File: config.mk
export PLATFORM = sky130hd
export DESIGN_NAME = early_prompt_late_correlator_flat
export DESIGN_NICKNAME = d
export VERILOG_FILES = /design/src/design/epl_pkg.sv /design/src/design/epl_in_if.sv /design/src/design/epl_out_if.sv /design/src/design/early_prompt_late_correlator.sv /design/src/flat_wrapper.sv
export SDC_FILE = /design/constraint.sdc
export NUM_CORES = 2
export LEC_CHECK = 0
export BUFFER_PORTS_ARGS = -buffer_cell sky130_fd_sc_hd__buf_2
export CORE_AREA = 3 3 436 438
export DETAILED_ROUTE_END_ITERATION = 16
export DIE_AREA = 0 0 439 441
export PLACE_DENSITY = 0.89
export SYNTH_ARGS = -nofsm -noshare
export SYNTH_HDL_FRONTEND = slang
export SYNTH_SLANG_ARGS = --single-unit
File: constraint.sdc
create_clock -name clk -period 27.2 [get_ports clk]
set_clock_uncertainty 0.15 [all_clocks]
set_input_delay 4.08 -clock clk [delete_from_list [all_inputs] [get_ports clk]]
set_output_delay 4.08 -clock clk [all_outputs]
set_load 0.02 [all_outputs]
File: src/design/epl_pkg.sv
// ----------------------------------------------------------------------------
// epl_pkg
// Shared constants, the action codes and the carrier sine table for the
// early-prompt-late correlator.
// ----------------------------------------------------------------------------
package epl_pkg;

  // Code and phase format.
  localparam int CODE_LENGTH     = 1023;
  localparam int PHASE_FRAC_BITS = 21;
  localparam int PH_W            = 32;
  localparam int CODE_DEPTH      = CODE_LENGTH + 2;
  localparam int CHIP_IDX_W      = 11;

  // Chip index after rounding: PH_W+1 bit phase, integer part only.
  localparam int IDX_W           = PH_W + 1 - PHASE_FRAC_BITS;

  // The code store is split into an even and an odd bank so that the
  // early and late chips, which always sit at neighboring indices, are
  // read in the same cycle.
  localparam int BANK_DEPTH      = (CODE_DEPTH + 1) / 2;
  localparam int BANK_AW         = $clog2(BANK_DEPTH);

  localparam logic [PH_W:0] LIMIT       = (PH_W + 1)'(CODE_LENGTH) << PHASE_FRAC_BITS;
  localparam logic [PH_W:0] HALF_CHIP   = (PH_W + 1)'(1) << (PHASE_FRAC_BITS - 1);
  localparam logic [PH_W:0] CHIP_M1     = ((PH_W + 1)'(1) << PHASE_FRAC_BITS) - 1'b1;

  // Carrier mixing.
  localparam int LUT_BITS  = 8;
  localparam int LUT_SIZE  = 1 << LUT_BITS;
  localparam int SMP_W     = 8;
  localparam int TRIG_W    = 8;
  localparam int PROD_W    = SMP_W + TRIG_W;

  // Accumulation.
  localparam int ACC_WIDTH = 48;
  localparam int OUT_SUM_W = 48;
  localparam int CNT_W     = 32;
  localparam int NUM_SUMS  = 6;

  typedef enum logic [1:0] {
    ACT_LOAD   = 2'd0,
    ACT_START  = 2'd1,
    ACT_SAMPLE = 2'd2
  } action_t;

  typedef logic signed [TRIG_W-1:0] sine_lut_t [LUT_SIZE];

  // Builds round(127*sin(2*pi*k/LUT_SIZE)) with an integer Q30 Taylor series
  // on the first quarter wave, mirrored to the full cycle. Elaboration only.
  function automatic sine_lut_t build_sine_lut();
    sine_lut_t         tbl;
    logic [63:0]       x;
    logic [63:0]       x2;
    logic [63:0]       term;
    logic [63:0]       v;
    logic signed [63:0] acc;
    int unsigned       q;
    int unsigned       kk;
    for (int k = 0; k < LUT_SIZE; k++) begin
      q  = k & (LUT_SIZE / 2 - 1);
      kk = (q <= LUT_SIZE / 4) ? q : LUT_SIZE / 2 - q;
      x  = (64'd6746518852 * 64'(kk) + 64'(LUT_SIZE / 2)) >> LUT_BITS;
      x2 = (x * x) >> 30;
      term = x;
      acc  = signed'(x);
      for (int n = 1; n <= 7; n++) begin
        term = ((term * x2) >> 30) / 64'((2 * n) * (2 * n + 1));
        if ((n & 1) != 0) begin
          acc = acc - signed'(term);
        end else begin
          acc = acc + signed'(term);
        end
      end
      if (acc < 0) begin
        acc = '0;
      end
      v = (64'd127 * unsigned'(acc) + (64'd1 << 29)) >> 30;
      tbl[k] = ((k & (LUT_SIZE / 2)) != 0) ? -TRIG_W'(v) : TRIG_W'(v);
    end
    return tbl;
  endfunction

  localparam sine_lut_t SINE_LUT = build_sine_lut();

endpackage

File: src/design/epl_in_if.sv
// ----------------------------------------------------------------------------
// epl_in_if
// Request channel into the correlator: chip loads, starts and samples.
// ----------------------------------------------------------------------------
interface epl_in_if;
  import epl_pkg::*;

  logic                          valid;
  logic                          ready;
  logic [1:0]                    action;
  logic [CHIP_IDX_W-1:0]         chip_index;
  logic                          chip_bit;
  logic signed [SMP_W-1:0]       sample;
  logic [PH_W-1:0]               start_code_phase;
  logic [PH_W-1:0]               code_advance;
  logic [PH_W-1:0]               start_carrier_phase;
  logic signed [PH_W-1:0]        carrier_step;

  modport source (
    output valid, action, chip_index, chip_bit, sample,
           start_code_phase, code_advance, start_carrier_phase, carrier_step,
    input  ready
  );

  modport sink (
    input  valid, action, chip_index, chip_bit, sample,
           start_code_phase, code_advance, start_carrier_phase, carrier_step,
    output ready
  );
endinterface

File: src/design/epl_out_if.sv
// ----------------------------------------------------------------------------
// epl_out_if
// Result channel of the correlator: one request per finished code epoch.
// ----------------------------------------------------------------------------
interface epl_out_if;
  import epl_pkg::*;

  logic                          valid;
  logic                          ready;
  logic signed [OUT_SUM_W-1:0]   early_i;
  logic signed [OUT_SUM_W-1:0]   early_q;
  logic signed [OUT_SUM_W-1:0]   prompt_i;
  logic signed [OUT_SUM_W-1:0]   prompt_q;
  logic signed [OUT_SUM_W-1:0]   late_i;
  logic signed [OUT_SUM_W-1:0]   late_q;
  logic [CNT_W-1:0]              sample_count;
  logic [PH_W-1:0]               next_code_phase;
  logic [PH_W-1:0]               next_carrier_phase;

  modport source (
    output valid, early_i, early_q, prompt_i, prompt_q, late_i, late_q,
           sample_count, next_code_phase, next_carrier_phase,
    input  ready
  );

  modport sink (
    input  valid, early_i, early_q, prompt_i, prompt_q, late_i, late_q,
           sample_count, next_code_phase, next_carrier_phase,
    output ready
  );
endinterface

File: src/design/early_prompt_late_correlator.sv
// ----------------------------------------------------------------------------
// early_prompt_late_correlator
// Spreading-code correlator with early, prompt and late taps, a carrier
// sine/cosine table and six saturating accumulators.
// ----------------------------------------------------------------------------
// Usage. Requests arrive on in_ch. A load request writes one chip of the
// spreading code into the code store. A start request sets the code and
// carrier phases and steps and opens a new integration, dropping any running
// one. Each sample request of an open integration is mixed with the carrier
// and correlated against the early, prompt and late chips. When the code
// phase reaches the end of the code, one result request leaves on out_ch
// with the six sums, the sample count and the wrapped phases, and the
// integration closes. A start whose phase is at or past the end gives a
// result with zero sums.
// Throughput is one request per cycle unless the pipeline holds, set by the
// phase update and by one read of each code bank per cycle. A result moves
// through stage A and stage B into the output register once the request
// that ends the epoch is taken. If the receiver stalls, the output register
// holds its result and requests keep flowing until a second result reaches
// the last stage; then the pipeline and in_ch.ready hold until out_ch.ready
// frees the register. Reset clears the phases, sums, count and the open
// flag and needs no clearing pass. The code store is not cleared at reset.
// ----------------------------------------------------------------------------
module early_prompt_late_correlator (
  input  logic       clk,
  input  logic       rst_n,
  epl_in_if.sink     in_ch,
  epl_out_if.source  out_ch
);
  import epl_pkg::*;

  // --------------------------------------------------------------------------
  // Front state, updated at request acceptance.
  // --------------------------------------------------------------------------
  logic                    active_r, active_nxt;
  logic [PH_W-1:0]         code_phase_r, code_phase_nxt;
  logic [PH_W-1:0]         code_inc_r, code_inc_nxt;
  logic [PH_W-1:0]         car_phase_r, car_phase_nxt;
  logic [PH_W-1:0]         car_inc_r, car_inc_nxt;

  // The pipeline advances as one; it only holds when a finished result
  // reaches the last stage while the output register is occupied and out_ch.ready is low.
  logic                    en;
  logic                    acc;
  logic                    is_load, is_start, is_smp;

  // --------------------------------------------------------------------------
  // Stage A registers: token after acceptance, code bank read data.
  // --------------------------------------------------------------------------
  logic                    a_vld_r;
  logic                    a_start_r;
  logic                    a_emit_r;
  logic [PH_W-1:0]         a_code_r;
  logic [PH_W-1:0]         a_car_r;
  logic signed [TRIG_W-1:0] a_sin_r;
  logic signed [TRIG_W-1:0] a_cos_r;
  logic signed [SMP_W-1:0] a_smp_r;
  logic                    a_epar_r;
  logic                    a_eok_r;
  logic                    a_lok_r;
  logic                    a_plate_r;

  logic                    a_vld_nxt;
  logic                    a_emit_nxt;
  logic [PH_W-1:0]         a_code_nxt;
  logic [PH_W-1:0]         a_car_nxt;

  // --------------------------------------------------------------------------
  // Stage B registers: products and chip signs.
  // --------------------------------------------------------------------------
  logic                    b_vld_r;
  logic                    b_start_r;
  logic                    b_emit_r;
  logic [PH_W-1:0]         b_code_r;
  logic [PH_W-1:0]         b_car_r;
  logic signed [PROD_W-1:0] b_bi_r;
  logic signed [PROD_W-1:0] b_bq_r;
  logic                    b_eneg_r;
  logic                    b_pneg_r;
  logic                    b_lneg_r;

  // --------------------------------------------------------------------------
  // Accumulators and output register.
  // --------------------------------------------------------------------------
  logic signed [ACC_WIDTH-1:0] sums_r   [NUM_SUMS];
  logic signed [ACC_WIDTH-1:0] sums_nxt [NUM_SUMS];
  logic [CNT_W-1:0]        count_r, count_nxt;
  logic                    out_valid_r;
  logic signed [OUT_SUM_W-1:0] out_sum_r [NUM_SUMS];
  logic [CNT_W-1:0]        out_count_r;
  logic [PH_W-1:0]         out_code_r;
  logic [PH_W-1:0]         out_car_r;

  // --------------------------------------------------------------------------
  // Code store: two single-port-read banks, even and odd chip indices.
  // --------------------------------------------------------------------------
  logic                    mem_even [BANK_DEPTH];
  logic                    mem_odd  [BANK_DEPTH];
  logic                    q_even_r;
  logic                    q_odd_r;

  logic                    wr_ok;
  logic [BANK_AW-1:0]      wr_addr;
  logic [BANK_AW-1:0]      rd_even_addr;
  logic [BANK_AW-1:0]      rd_odd_addr;

  // Index arithmetic for the three taps of the current code phase.
  logic [PH_W:0]           base;
  logic [PH_W:0]           base_early;
  logic [IDX_W-1:0]        idx_early;
  logic [IDX_W-1:0]        idx_prompt;
  logic [IDX_W-1:0]        idx_even;
  logic                    early_ok;
  logic                    late_ok;

  logic [PH_W:0]           start_ext;
  logic [PH_W:0]           adv;
  logic [LUT_BITS-1:0]     sin_idx;
  logic [LUT_BITS-1:0]     cos_idx;

  // Stage A to B combinational terms.
  logic                    bit_early, bit_late;
  logic                    eneg_nxt, lneg_nxt, pneg_nxt;
  logic signed [PROD_W-1:0] bi_nxt, bq_nxt;

  // Last-stage terms.
  logic signed [PROD_W-1:0] delta [NUM_SUMS];
  logic [ACC_WIDTH:0]      wide  [NUM_SUMS];

  assign en        = !(b_vld_r && b_emit_r && out_valid_r && !out_ch.ready);
  assign in_ch.ready = en;
  assign acc       = in_ch.valid && en;
  assign is_load   = acc && (in_ch.action == ACT_LOAD);
  assign is_start  = acc && (in_ch.action == ACT_START);
  assign is_smp    = acc && (in_ch.action == ACT_SAMPLE) && active_r;

  // The early tap is ceil(p - 0.5); the late tap is always the next index,
  // and the prompt tap coincides with one of them.
  assign base       = {1'b0, code_phase_r} + CHIP_M1;
  assign base_early = base - HALF_CHIP;
  assign idx_early  = base_early[PH_W:PHASE_FRAC_BITS];
  assign idx_prompt = base[PH_W:PHASE_FRAC_BITS];
  assign early_ok   = idx_early < IDX_W'(CODE_DEPTH);
  assign late_ok    = idx_early < IDX_W'(CODE_DEPTH - 1);
  assign idx_even   = idx_early + IDX_W'(idx_early[0]);

  assign rd_even_addr = (idx_early[0] ? late_ok : early_ok)
                        ? BANK_AW'(idx_even >> 1) : '0;
  assign rd_odd_addr  = (idx_early[0] ? early_ok : late_ok)
                        ? BANK_AW'(idx_early >> 1) : '0;

  assign wr_ok   = in_ch.chip_index < CHIP_IDX_W'(CODE_DEPTH);
  assign wr_addr = BANK_AW'(in_ch.chip_index >> 1);

  assign sin_idx = car_phase_r[PH_W-1 -: LUT_BITS];
  assign cos_idx = sin_idx + LUT_BITS'(LUT_SIZE / 4);

  assign start_ext = {1'b0, in_ch.start_code_phase};
  assign adv       = {1'b0, code_phase_r} + {1'b0, code_inc_r};

  // Loads are written at their own acceptance edge, so a sample taken in
  // the next cycle already reads the new chip; no forwarding is needed.
  always_ff @(posedge clk) begin
    if (is_load && wr_ok && !in_ch.chip_index[0]) begin
      mem_even[wr_addr] <= in_ch.chip_bit;
    end
    if (is_load && wr_ok && in_ch.chip_index[0]) begin
      mem_odd[wr_addr] <= in_ch.chip_bit;
    end
    if (is_smp) begin
      q_even_r <= mem_even[rd_even_addr];
      q_odd_r  <= mem_odd[rd_odd_addr];
    end
  end

  // Front state and the token that enters the pipeline.
  always_comb begin
    active_nxt     = active_r;
    code_phase_nxt = code_phase_r;
    code_inc_nxt   = code_inc_r;
    car_phase_nxt  = car_phase_r;
    car_inc_nxt    = car_inc_r;
    a_vld_nxt      = 1'b0;
    a_emit_nxt     = 1'b0;
    a_code_nxt     = PH_W'(start_ext - LIMIT);
    a_car_nxt      = in_ch.start_carrier_phase;
    if (is_start) begin
      a_vld_nxt      = 1'b1;
      a_emit_nxt     = start_ext >= LIMIT;
      code_phase_nxt = in_ch.start_code_phase;
      code_inc_nxt   = in_ch.code_advance;
      car_phase_nxt  = in_ch.start_carrier_phase;
      car_inc_nxt    = in_ch.carrier_step;
      active_nxt     = !(start_ext >= LIMIT);
    end else if (is_smp) begin
      a_vld_nxt      = 1'b1;
      a_emit_nxt     = adv >= LIMIT;
      car_phase_nxt  = car_phase_r + car_inc_r;
      a_car_nxt      = car_phase_nxt;
      if (adv >= LIMIT) begin
        code_phase_nxt = PH_W'(adv - LIMIT);
        active_nxt     = 1'b0;
      end else begin
        code_phase_nxt = adv[PH_W-1:0];
      end
      a_code_nxt     = code_phase_nxt;
    end
  end

  always_ff @(posedge clk) begin
    if (!rst_n) begin
      active_r     <= 1'b0;
      code_phase_r <= '0;
      code_inc_r   <= '0;
      car_phase_r  <= '0;
      car_inc_r    <= '0;
    end else begin
      active_r     <= active_nxt;
      code_phase_r <= code_phase_nxt;
      code_inc_r   <= code_inc_nxt;
      car_phase_r  <= car_phase_nxt;
      car_inc_r    <= car_inc_nxt;
    end
  end

  // Stage A.
  always_ff @(posedge clk) begin
    if (!rst_n) begin
      a_vld_r <= 1'b0;
    end else if (en) begin
      a_vld_r <= a_vld_nxt;
    end
  end

  always_ff @(posedge clk) begin
    if (en) begin
      a_start_r <= is_start;
      a_emit_r  <= a_emit_nxt;
      a_code_r  <= a_code_nxt;
      a_car_r   <= a_car_nxt;
      a_sin_r   <= SINE_LUT[sin_idx];
      a_cos_r   <= SINE_LUT[cos_idx];
      a_smp_r   <= in_ch.sample;
      a_epar_r  <= idx_early[0];
      a_eok_r   <= early_ok;
      a_lok_r   <= late_ok;
      a_plate_r <= idx_prompt != idx_early;
    end
  end

  // Stage A to B: pick early and late chips from the banks, mix the sample.
  always_comb begin
    bit_early = a_epar_r ? q_odd_r : q_even_r;
    bit_late  = a_epar_r ? q_even_r : q_odd_r;
    eneg_nxt  = a_eok_r && bit_early;
    lneg_nxt  = a_lok_r && bit_late;
    pneg_nxt  = a_plate_r ? lneg_nxt : eneg_nxt;
    bi_nxt    = a_sin_r * a_smp_r;
    bq_nxt    = a_cos_r * a_smp_r;
  end

  // Stage B.
  always_ff @(posedge clk) begin
    if (!rst_n) begin
      b_vld_r <= 1'b0;
    end else if (en) begin
      b_vld_r <= a_vld_r;
    end
  end

  always_ff @(posedge clk) begin
    if (en) begin
      b_start_r <= a_start_r;
      b_emit_r  <= a_emit_r;
      b_code_r  <= a_code_r;
      b_car_r   <= a_car_r;
      b_bi_r    <= bi_nxt;
      b_bq_r    <= bq_nxt;
      b_eneg_r  <= eneg_nxt;
      b_pneg_r  <= pneg_nxt;
      b_lneg_r  <= lneg_nxt;
    end
  end

  // Last stage: a start token clears the sums, a sample token adds its six
  // signed terms with saturation at ACC_WIDTH bits.
  always_comb begin
    delta[0] = b_eneg_r ? -b_bi_r : b_bi_r;
    delta[1] = b_eneg_r ? -b_bq_r : b_bq_r;
    delta[2] = b_pneg_r ? -b_bi_r : b_bi_r;
    delta[3] = b_pneg_r ? -b_bq_r : b_bq_r;
    delta[4] = b_lneg_r ? -b_bi_r : b_bi_r;
    delta[5] = b_lneg_r ? -b_bq_r : b_bq_r;
    for (int j = 0; j < NUM_SUMS; j++) begin
      wide[j] = {sums_r[j][ACC_WIDTH-1], sums_r[j]} + (ACC_WIDTH + 1)'(delta[j]);
      sums_nxt[j] = sums_r[j];
      if (b_vld_r) begin
        if (b_start_r) begin
          sums_nxt[j] = '0;
        end else if (wide[j][ACC_WIDTH] != wide[j][ACC_WIDTH-1]) begin
          sums_nxt[j] = wide[j][ACC_WIDTH]
                        ? {1'b1, {(ACC_WIDTH - 1){1'b0}}}
                        : {1'b0, {(ACC_WIDTH - 1){1'b1}}};
        end else begin
          sums_nxt[j] = wide[j][ACC_WIDTH-1:0];
        end
      end
    end
    count_nxt = count_r;
    if (b_vld_r) begin
      if (b_start_r) begin
        count_nxt = '0;
      end else if (!(&count_r)) begin
        count_nxt = count_r + 1'b1;
      end
    end
  end

  always_ff @(posedge clk) begin
    if (!rst_n) begin
      for (int j = 0; j < NUM_SUMS; j++) begin
        sums_r[j] <= '0;
      end
      count_r <= '0;
    end else if (en) begin
      for (int j = 0; j < NUM_SUMS; j++) begin
        sums_r[j] <= sums_nxt[j];
      end
      count_r <= count_nxt;
    end
  end

  // Output register.
  always_ff @(posedge clk) begin
    if (!rst_n) begin
      out_valid_r <= 1'b0;
    end else if (en && b_vld_r && b_emit_r) begin
      out_valid_r <= 1'b1;
    end else if (out_ch.ready) begin
      out_valid_r <= 1'b0;
    end
  end

  always_ff @(posedge clk) begin
    if (en && b_vld_r && b_emit_r) begin
      for (int j = 0; j < NUM_SUMS; j++) begin
        out_sum_r[j] <= OUT_SUM_W'(sums_nxt[j]);
      end
      out_count_r <= count_nxt;
      out_code_r  <= b_code_r;
      out_car_r   <= b_car_r;
    end
  end

  assign out_ch.valid              = out_valid_r;
  assign out_ch.early_i            = out_sum_r[0];
  assign out_ch.early_q            = out_sum_r[1];
  assign out_ch.prompt_i           = out_sum_r[2];
  assign out_ch.prompt_q           = out_sum_r[3];
  assign out_ch.late_i             = out_sum_r[4];
  assign out_ch.late_q             = out_sum_r[5];
  assign out_ch.sample_count       = out_count_r;
  assign out_ch.next_code_phase    = out_code_r;
  assign out_ch.next_carrier_phase = out_car_r;

`ifndef SYNTHESIS
  // A sample that arrives with no open integration leaves no token.
  a_idle_sample_dropped: assert property (@(posedge clk) disable iff (!rst_n)
    (acc && in_ch.action == ACT_SAMPLE && !active_r) |=> !a_vld_r)
    else $error("sample accepted while idle entered the pipeline");

  // A token that ends the epoch closes the integration.
  a_emit_closes: assert property (@(posedge clk) disable iff (!rst_n)
    (acc && a_vld_nxt && a_emit_nxt) |=> !active_r)
    else $error("integration still open after its final request");

  // A new result only comes from an ending token in the last stage.
  a_result_source: assert property (@(posedge clk) disable iff (!rst_n)
    $rose(out_valid_r) |-> $past(b_vld_r && b_emit_r))
    else $error("result appeared without an ending token");

  // While the pipeline holds, the last stage keeps its token and sums.
  a_hold_last: assert property (@(posedge clk) disable iff (!rst_n)
    !en |=> ($stable(b_code_r) && $stable(count_r) && b_vld_r))
    else $error("last stage changed during a hold");
`endif

endmodule
File: src/flat_wrapper.sv
// flat-port wrapper written by rule: the top's interface ports become plain ports
module early_prompt_late_correlator_flat import epl_pkg::*;
  (clk, rst_n, in_ch_valid, in_ch_action, in_ch_chip_index, in_ch_chip_bit, in_ch_sample, in_ch_start_code_phase, in_ch_code_advance, in_ch_start_carrier_phase, in_ch_carrier_step, in_ch_ready, out_ch_valid, out_ch_early_i, out_ch_early_q, out_ch_prompt_i, out_ch_prompt_q, out_ch_late_i, out_ch_late_q, out_ch_sample_count, out_ch_next_code_phase, out_ch_next_carrier_phase, out_ch_ready);
  epl_in_if in_ch_i ();
  epl_out_if out_ch_i ();
  input  logic clk;
  input  logic rst_n;
  input wire logic [$bits(in_ch_i.valid)-1:0] in_ch_valid;
  input wire logic [$bits(in_ch_i.action)-1:0] in_ch_action;
  input wire logic [$bits(in_ch_i.chip_index)-1:0] in_ch_chip_index;
  input wire logic [$bits(in_ch_i.chip_bit)-1:0] in_ch_chip_bit;
  input wire logic [$bits(in_ch_i.sample)-1:0] in_ch_sample;
  input wire logic [$bits(in_ch_i.start_code_phase)-1:0] in_ch_start_code_phase;
  input wire logic [$bits(in_ch_i.code_advance)-1:0] in_ch_code_advance;
  input wire logic [$bits(in_ch_i.start_carrier_phase)-1:0] in_ch_start_carrier_phase;
  input wire logic [$bits(in_ch_i.carrier_step)-1:0] in_ch_carrier_step;
  output wire logic [$bits(in_ch_i.ready)-1:0] in_ch_ready;
  output wire logic [$bits(out_ch_i.valid)-1:0] out_ch_valid;
  output wire logic [$bits(out_ch_i.early_i)-1:0] out_ch_early_i;
  output wire logic [$bits(out_ch_i.early_q)-1:0] out_ch_early_q;
  output wire logic [$bits(out_ch_i.prompt_i)-1:0] out_ch_prompt_i;
  output wire logic [$bits(out_ch_i.prompt_q)-1:0] out_ch_prompt_q;
  output wire logic [$bits(out_ch_i.late_i)-1:0] out_ch_late_i;
  output wire logic [$bits(out_ch_i.late_q)-1:0] out_ch_late_q;
  output wire logic [$bits(out_ch_i.sample_count)-1:0] out_ch_sample_count;
  output wire logic [$bits(out_ch_i.next_code_phase)-1:0] out_ch_next_code_phase;
  output wire logic [$bits(out_ch_i.next_carrier_phase)-1:0] out_ch_next_carrier_phase;
  input wire logic [$bits(out_ch_i.ready)-1:0] out_ch_ready;
  assign in_ch_i.valid = in_ch_valid;
  assign in_ch_i.action = in_ch_action;
  assign in_ch_i.chip_index = in_ch_chip_index;
  assign in_ch_i.chip_bit = in_ch_chip_bit;
  assign in_ch_i.sample = in_ch_sample;
  assign in_ch_i.start_code_phase = in_ch_start_code_phase;
  assign in_ch_i.code_advance = in_ch_code_advance;
  assign in_ch_i.start_carrier_phase = in_ch_start_carrier_phase;
  assign in_ch_i.carrier_step = in_ch_carrier_step;
  assign in_ch_ready = in_ch_i.ready;
  assign out_ch_valid = out_ch_i.valid;
  assign out_ch_early_i = out_ch_i.early_i;
  assign out_ch_early_q = out_ch_i.early_q;
  assign out_ch_prompt_i = out_ch_i.prompt_i;
  assign out_ch_prompt_q = out_ch_i.prompt_q;
  assign out_ch_late_i = out_ch_i.late_i;
  assign out_ch_late_q = out_ch_i.late_q;
  assign out_ch_sample_count = out_ch_i.sample_count;
  assign out_ch_next_code_phase = out_ch_i.next_code_phase;
  assign out_ch_next_carrier_phase = out_ch_i.next_carrier_phase;
  assign out_ch_i.ready = out_ch_ready;
  early_prompt_late_correlator u_core (.clk(clk), .rst_n(rst_n), .in_ch(in_ch_i), .out_ch(out_ch_i));
endmodule
Word-level counts from Yosys, hierarchy flattened
Memories as Yosys holds them, arrays and structs flattened. A register that Yosys moved wholly into a read port is not among the register bits.
Cells that the tools add are included.
{"block": "classes", "addsub": 17, "mul": 2, "div_mod_pow": 0, "n_lt_le_gt_ge": 5, "eq_ne": 9, "shift": 0, "mux": 74, "bitwise": 8, "reduce_logical": 27}
{"cell": "$mux 48", "n": 30}
{"cell": "$mux 32", "n": 12}
{"cell": "$add 48x16->49", "n": 6}
{"cell": "$mux 16", "n": 6}
{"cell": "$sub 32x31->32 const B", "n": 2}
{"cell": "$add 32x21->33 const B", "n": 1}
{"cell": "$add 32x32->33", "n": 1}
{"cell": "$ge 33x31->1 const B", "n": 1}
{"cell": "$sub 33x21->33 const B", "n": 1}
{"cell": "$add 32x1->32 const B", "n": 1}
{"cell": "$add 32x32->32", "n": 1}
{"cell": "$ge 32x31->1 const B", "n": 1}
{"cell": "$mul 8x8->16", "n": 2}
{"cell": "$neg 16->16", "n": 2}
{"cell": "$reduce_and 32->1", "n": 1}
{"cell": "$lt 12x11->1 const B", "n": 2}
{"cell": "$mux 1", "n": 24}
{"cell": "$mux 10", "n": 2}
{"cell": "$not 8->9", "n": 2}
{"cell": "$logic_and 1x1->1", "n": 15}
{"cell": "$ne 12x12->1", "n": 1}
{"cell": "$add 11x1->11", "n": 1}
{"cell": "$lt 11x11->1 const B", "n": 1}
{"cell": "$add 8x7->8 const B", "n": 1}
{"cell": "8 further kinds", "n": 25}
{"block": "word_totals", "reg_bits": 439, "latchBits": 0, "ramBits": 1602, "rom_bits": 4096, "output_inout_bits": 386, "word_cells": 178, "memories": 6}
{"name": "(name not given)", "depth": 256, "word_bits": 8, "rd": 1, "rd_ports_with_merged_regs": 1, "write_ports": 0, "line_no": "early_prompt_late_correlator.sv:241", "text": "a_sin_r <= SINE_LUT[sin_idx];"}
{"name": "(name not given)", "depth": 256, "word_bits": 8, "rd": 1, "rd_ports_with_merged_regs": 1, "write_ports": 0, "line_no": "early_prompt_late_correlator.sv:242", "text": "a_cos_r <= SINE_LUT[cos_idx];"}
{"name": "u_core.mem_even", "depth": 513, "word_bits": 1, "rd": 1, "rd_ports_with_merged_regs": 1, "write_ports": 1, "line_no": "early_prompt_late_correlator.sv:97", "text": "logic mem_even [BANK_DEPTH];"}
{"name": "u_core.mem_odd", "depth": 513, "word_bits": 1, "rd": 1, "rd_ports_with_merged_regs": 1, "write_ports": 1, "line_no": "early_prompt_late_correlator.sv:98", "text": "logic mem_odd [BANK_DEPTH];"}
{"name": "u_core.out_sum_r", "depth": 6, "word_bits": 48, "rd": 6, "rd_ports_with_merged_regs": 0, "write_ports": 6, "line_no": "early_prompt_late_correlator.sv:89", "text": "logic signed [OUT_SUM_W-1:0] out_sum_r [NUM_SUMS];"}
{"name": "u_core.sums_r", "depth": 6, "word_bits": 48, "rd": 6, "rd_ports_with_merged_regs": 0, "write_ports": 6, "line_no": "early_prompt_late_correlator.sv:85", "text": "logic signed [ACC_WIDTH-1:0] sums_r [NUM_SUMS];"}

Logic depth before layout (Yosys ltp)
{"block": "logic_depth", "depth_word": 10, "ltp_mapped": 29}

Worst setup path after synthesis
Ideal clock, no wire load.
{"block": "synth_timing", "path_type": "input to register", "start": "input port out_ch_ready", "end": "register u_core.out_car_r[0], in the netlist u_core.out_ch.next_carrier_phase[0], enable pin", "setup_ps": 1149, "t_arrival_ps": 20181, "slack_ps": 5720, "path_stages": 2, "cell_sequence": "nor2b_1 -> nor2_1"}
{"block": "synth_via", "elab_chain_cells": 5}
{"item": "from (decl)", "line_no": "flat_wrapper.sv:28", "text": "input wire logic [$bits(out_ch_i.ready)-1:0] out_ch_ready;"}
{"item": "$logic_not 1->1", "line_no": "early_prompt_late_correlator.sv:130", "text": "assign en = !(b_vld_r && b_emit_r && out_valid_r && !out_ch.ready);"}
{"item": "$logic_and 1x1->1", "line_no": "early_prompt_late_correlator.sv:130"}
{"item": "$logic_not 1->1", "line_no": "early_prompt_late_correlator.sv:130"}
{"item": "$logic_and 1x1->1 (2 in series)", "line_no": "early_prompt_late_correlator.sv:345", "text": "if (en && b_vld_r && b_emit_r) begin"}
{"item": "to (signal assigned)", "line_no": "early_prompt_late_correlator.sv:351", "text": "out_car_r <= b_car_r;"}
{"item": "to (decl)", "line_no": "early_prompt_late_correlator.sv:92", "text": "logic [PH_W-1:0] out_car_r;"}
No other way between the ends.
A chain may end at the register's enable or synchronous reset.

==> impl_results.md <==
- Cell with the most instances after synthesis: edfxtp_1
- GR met3 Demand/Resource: 9.126%
- Post-synth EDFFs: 1895
- Clock-pin slew on the worst setup and hold paths: 0.07 ns
- Critical R2R Launch: u_core.b_bi_r[2]
- Leakage: about 47 nW
- CTS max path bufs: 3
- Sequential area share after synthesis: 53.78%
- Vias in the first global route: 88700
- R2R Path End: u_core.sums_r[0][216]
- Initial core utilization: between 50% and 60%
- First-pass GRT wire length: 514.3 mm
- Sw Ratio: 37.99%
- Share of the synthesized area in the top cell type: 50.85%
- Post-route DRC violation count: 0
- Via density: 6.667
- Sequential share of power: 34.7%
- Final antenna-violating net count: 0
- Levels on crit path: 28
- Buffers and inverters on the worst path: 3
- Row cnt: 159
- HP Class: reg -> reg
- RSZ-0062 raised after global routing: no
- Crit-path slowest cell: a221oi_1
- Antenna violations before repair: 47
- CTS-repair resized insts: 0
- PwrDens: 85.04 nW/um^2
- Final Max Slew Viols: 0
- Fraction of registers with async set/reset: 0%
- Syn avg cell area: 10.37 um^2
- Nature of the critical path endpoint: flop
- Synth Register Bits: 2059
- R2R depth: 28
- Vias: 91520
- Worst slew margin: 1.914%
- Global route overflow: 0
- Routability cong.: 0.9536
- Setup TNS: 0 ns
- I/O Buffers: between 500 and 600
- Period utilisation layout: 36.84%
- Synth area leader: edfxtp_1
- Fmax: between 90 and 100 MHz
- Hold path start: u_core.b_code_r[23]
- Synth Cell Area: 111900 um^2
- Syn_nets: around 11000
- Net Sw Power: approximately 4 mW
- CTS tree: yes
- Clk pwr share: 26.9%
- Internal: 6.510 mW
- WL per Instance: 25.06 um
- Req. time, crit path: 27.63 ns
- Cells after Synth: 10790
- Num CTS Buffers: 207
- Die Ht: ~440 um
- Synth Warn #: 0
- GRT Total Usage: 34.37%
- Area Overhead vs Synth: 10.31%
- Final Critical Period: 10.02 ns
- Slowest Stage Delay on Critical Path: 0.68 ns
- Die X: 439 um
- Clock tree sinks: ~2100
- GR peak layer: met2
- H-Tree Depth: 4
- Number of iterations in the first detailed-routing pass: 9
- Final-report hold violation count: 0
- Reg2Reg Setup Slack: 17.18 ns
- Combinational share of power: 38.4%
- Status: complete, no violations
- Synth unique cells: 102
- Met1 Usage GRT: between 40% and 50%
- # hold bufs at CTS: 0
- Worst hold margin: 0.2554 ns
- Boundary pin count: 540
- Hold endpoint: u_core.out_ch.next_code_phase[23]
- Share of cells above drive strength 1: 9.895%
- Critical Path Start Type: flop
- Core box area: about 190000 um^2
- Final wirelength: 344.0 mm
- Least-Margin Pin Slew: roughly 1.5 ns
- Met2 usage: 54.69%
- Main synth FF type: edfxtp_1
- Most common cell on crit path: or3_1
- Setup violations, final: 0
- Largest net degree at the start of global routing: 262
- Root Driver: clkbuf_16
- Synth area leaders: edfxtp_1 (51%), nor2_1 (5.1%), ha_1 (4.8%)
- Die area: 193600 um^2
- Final HPWL DP: 213.1 mm
- Initial DRC Count: 13910
- Clock Latency Late Sink: around 0.9 ns
- Layout net count: 11730
- Delay-heaviest family, CP: simple AND/OR/NAND/NOR gates
- CP Max Fanout: 33
- Maximum vdd ir drop: 0.09988 mV
- Worst Hold Depth: 0
- Setup Crit Path Kind: reg -> reg
- Most frequent cells after synthesis: edfxtp_1 (1895), nor2_1 (1507), nand2_1 (1386)
- Maxcap violations: 0
- Crit path DAT: between 10 and 15 ns
- Setup Buffers After CTS: 0
==> power by group through the flow <==
stage               Clock, mW  Combinational (mW)  Sequential (mW)
floorplan                   0                2.84             3.68
global placement            0                3.74             3.70
detailed placement          0                3.89             3.70
CTS                      2.82                3.93             3.64
global route             2.95                4.36             3.65
finish                   2.82                4.03             3.64
==> state kept, by name, summed over array words and instances, names as in the netlist, 16 cells and up <==
register,cells
u_core.b_bi_r,16
u_core.out_ch.next_code_phase,32
u_core.code_inc_r,32
u_core.b_code_r,32
u_core.mem_even,513
u_core.a_car_r,32
u_core.mem_odd,513
u_core.b_bq_r,16
u_core.a_code_r,32
u_core.out_ch.next_carrier_phase,32
u_core.car_inc_r,32
u_core.out_sum_r,288
u_core.code_phase_r,32
u_core.b_car_r,32
u_core.sums_r,288
u_core.out_ch.sample_count,32
u_core.car_phase_r,32
u_core.count_r,32
==> worst reg2reg max path, delay by kind of cell, from the launching register on <==
kind                       cells  cell delay (ns)
buffers and inverters          3             1.16
DFF                            1             0.48
adders and majority gates      1             0.41
and+or+nand+nor               10             3.91
xor gates and xnor gates       2             0.78
AOI/OAI and AO/OA             12             2.81
==> layout by cell type (no fill, tap or decap), types with 48 or more instances in the layout <==
cell type and n:
a221o_1 72, o22ai_1 105, mux2i_1 98, dfxtp_1 161, o21a_1 49, o211ai_1 58, nand2_1 1384, o21bai_1 86
ha_1 429, nor2_1 1502, o21ai_0 357, xnor2_1 327, a21o_1 191, clkbuf_16 208, xor2_1 135, and3_1 68
or3_1 71, o221ai_1 128, o2bb2ai_1 111, buf_4 158, nand2b_1 96, edfxtp_1 1895, fa_1 118, a21oi_1 780
nand4_1 48, nor2b_1 120, a211oi_1 74, nor3_1 110, a22oi_1 77, buf_2 538, and2_1 244, inv_1 310
a31oi_1 117, nand3_1 223
==> per-stage QoR <==
step	setup WS, ns	total power [mW]	area (um^2)	utilization (%)	cells
6_report	17.18	10.50	123500	66.02	13730
2_1_floorplan	5.720	6.520	111900	-	10790
3_5_place_dp	17.49	7.592	116700	62.41	13310
5_1_grt	16.71	10.96	123400	66.01	13720
3_3_place_gp	17.51	7.445	116700	62.41	13310
4_1_cts	17.35	10.38	123400	65.97	13690
==> metal layers <==
layer,routed length (um),part of all wire (%)
met4,27180,7.9
met5,179,0.052
met2,157100,46
met3,45920,13
met1,113700,33
==> cell type report <==
class	instances	area, um^2
Antenna cell	34	85.08
Clock buffer	251	5386
Clock inverter	132	1259
Fill cell	13200	63550
Inverter	317	1210
Multi-Input combinational cell	7737	48220
Sequential cell	2059	60190
Tap cell	2495	3122
Timing Repair Buffer	702	3979
==> logic make-up after synthesis <==
| family | Yosys count | share of synthesized area, % |
|---|---|---|
| flops | 2059 | 53.78 |
| buf+inv | 993 | 3.381 |
| mux | 111 | 1.037 |
| xor+xnor | 477 | 3.740 |
| other cells | 1 | 0.003351 |
| fa+ha+maj | 558 | 7.005 |
| simple gates | 4008 | 15.77 |
| compound gates | 2582 | 15.28 |
==> worst max-delay path by stage <==
| stage | from | end | slack [ns] |
|---|---|---|---|
| after floorplan | out_ch_ready | u_core.out_ch.next_carrier_phase[0] | 5.72 |
| after global placement | out_ch_ready | in_ch_ready | 17.51 |
| after detailed placement | u_core.b_bi_r[2] | u_core.sums_r[0][219] | 17.49 |
| after CTS | u_core.b_bi_r[2] | u_core.sums_r[0][219] | 17.35 |
| after global routing | u_core.b_bi_r[2] | u_core.sums_r[0][216] | 16.71 |
| final | u_core.b_bi_r[2] | u_core.sums_r[0][216] | 17.18 |
No activity file was read; power rests on OpenSTA's default activity.
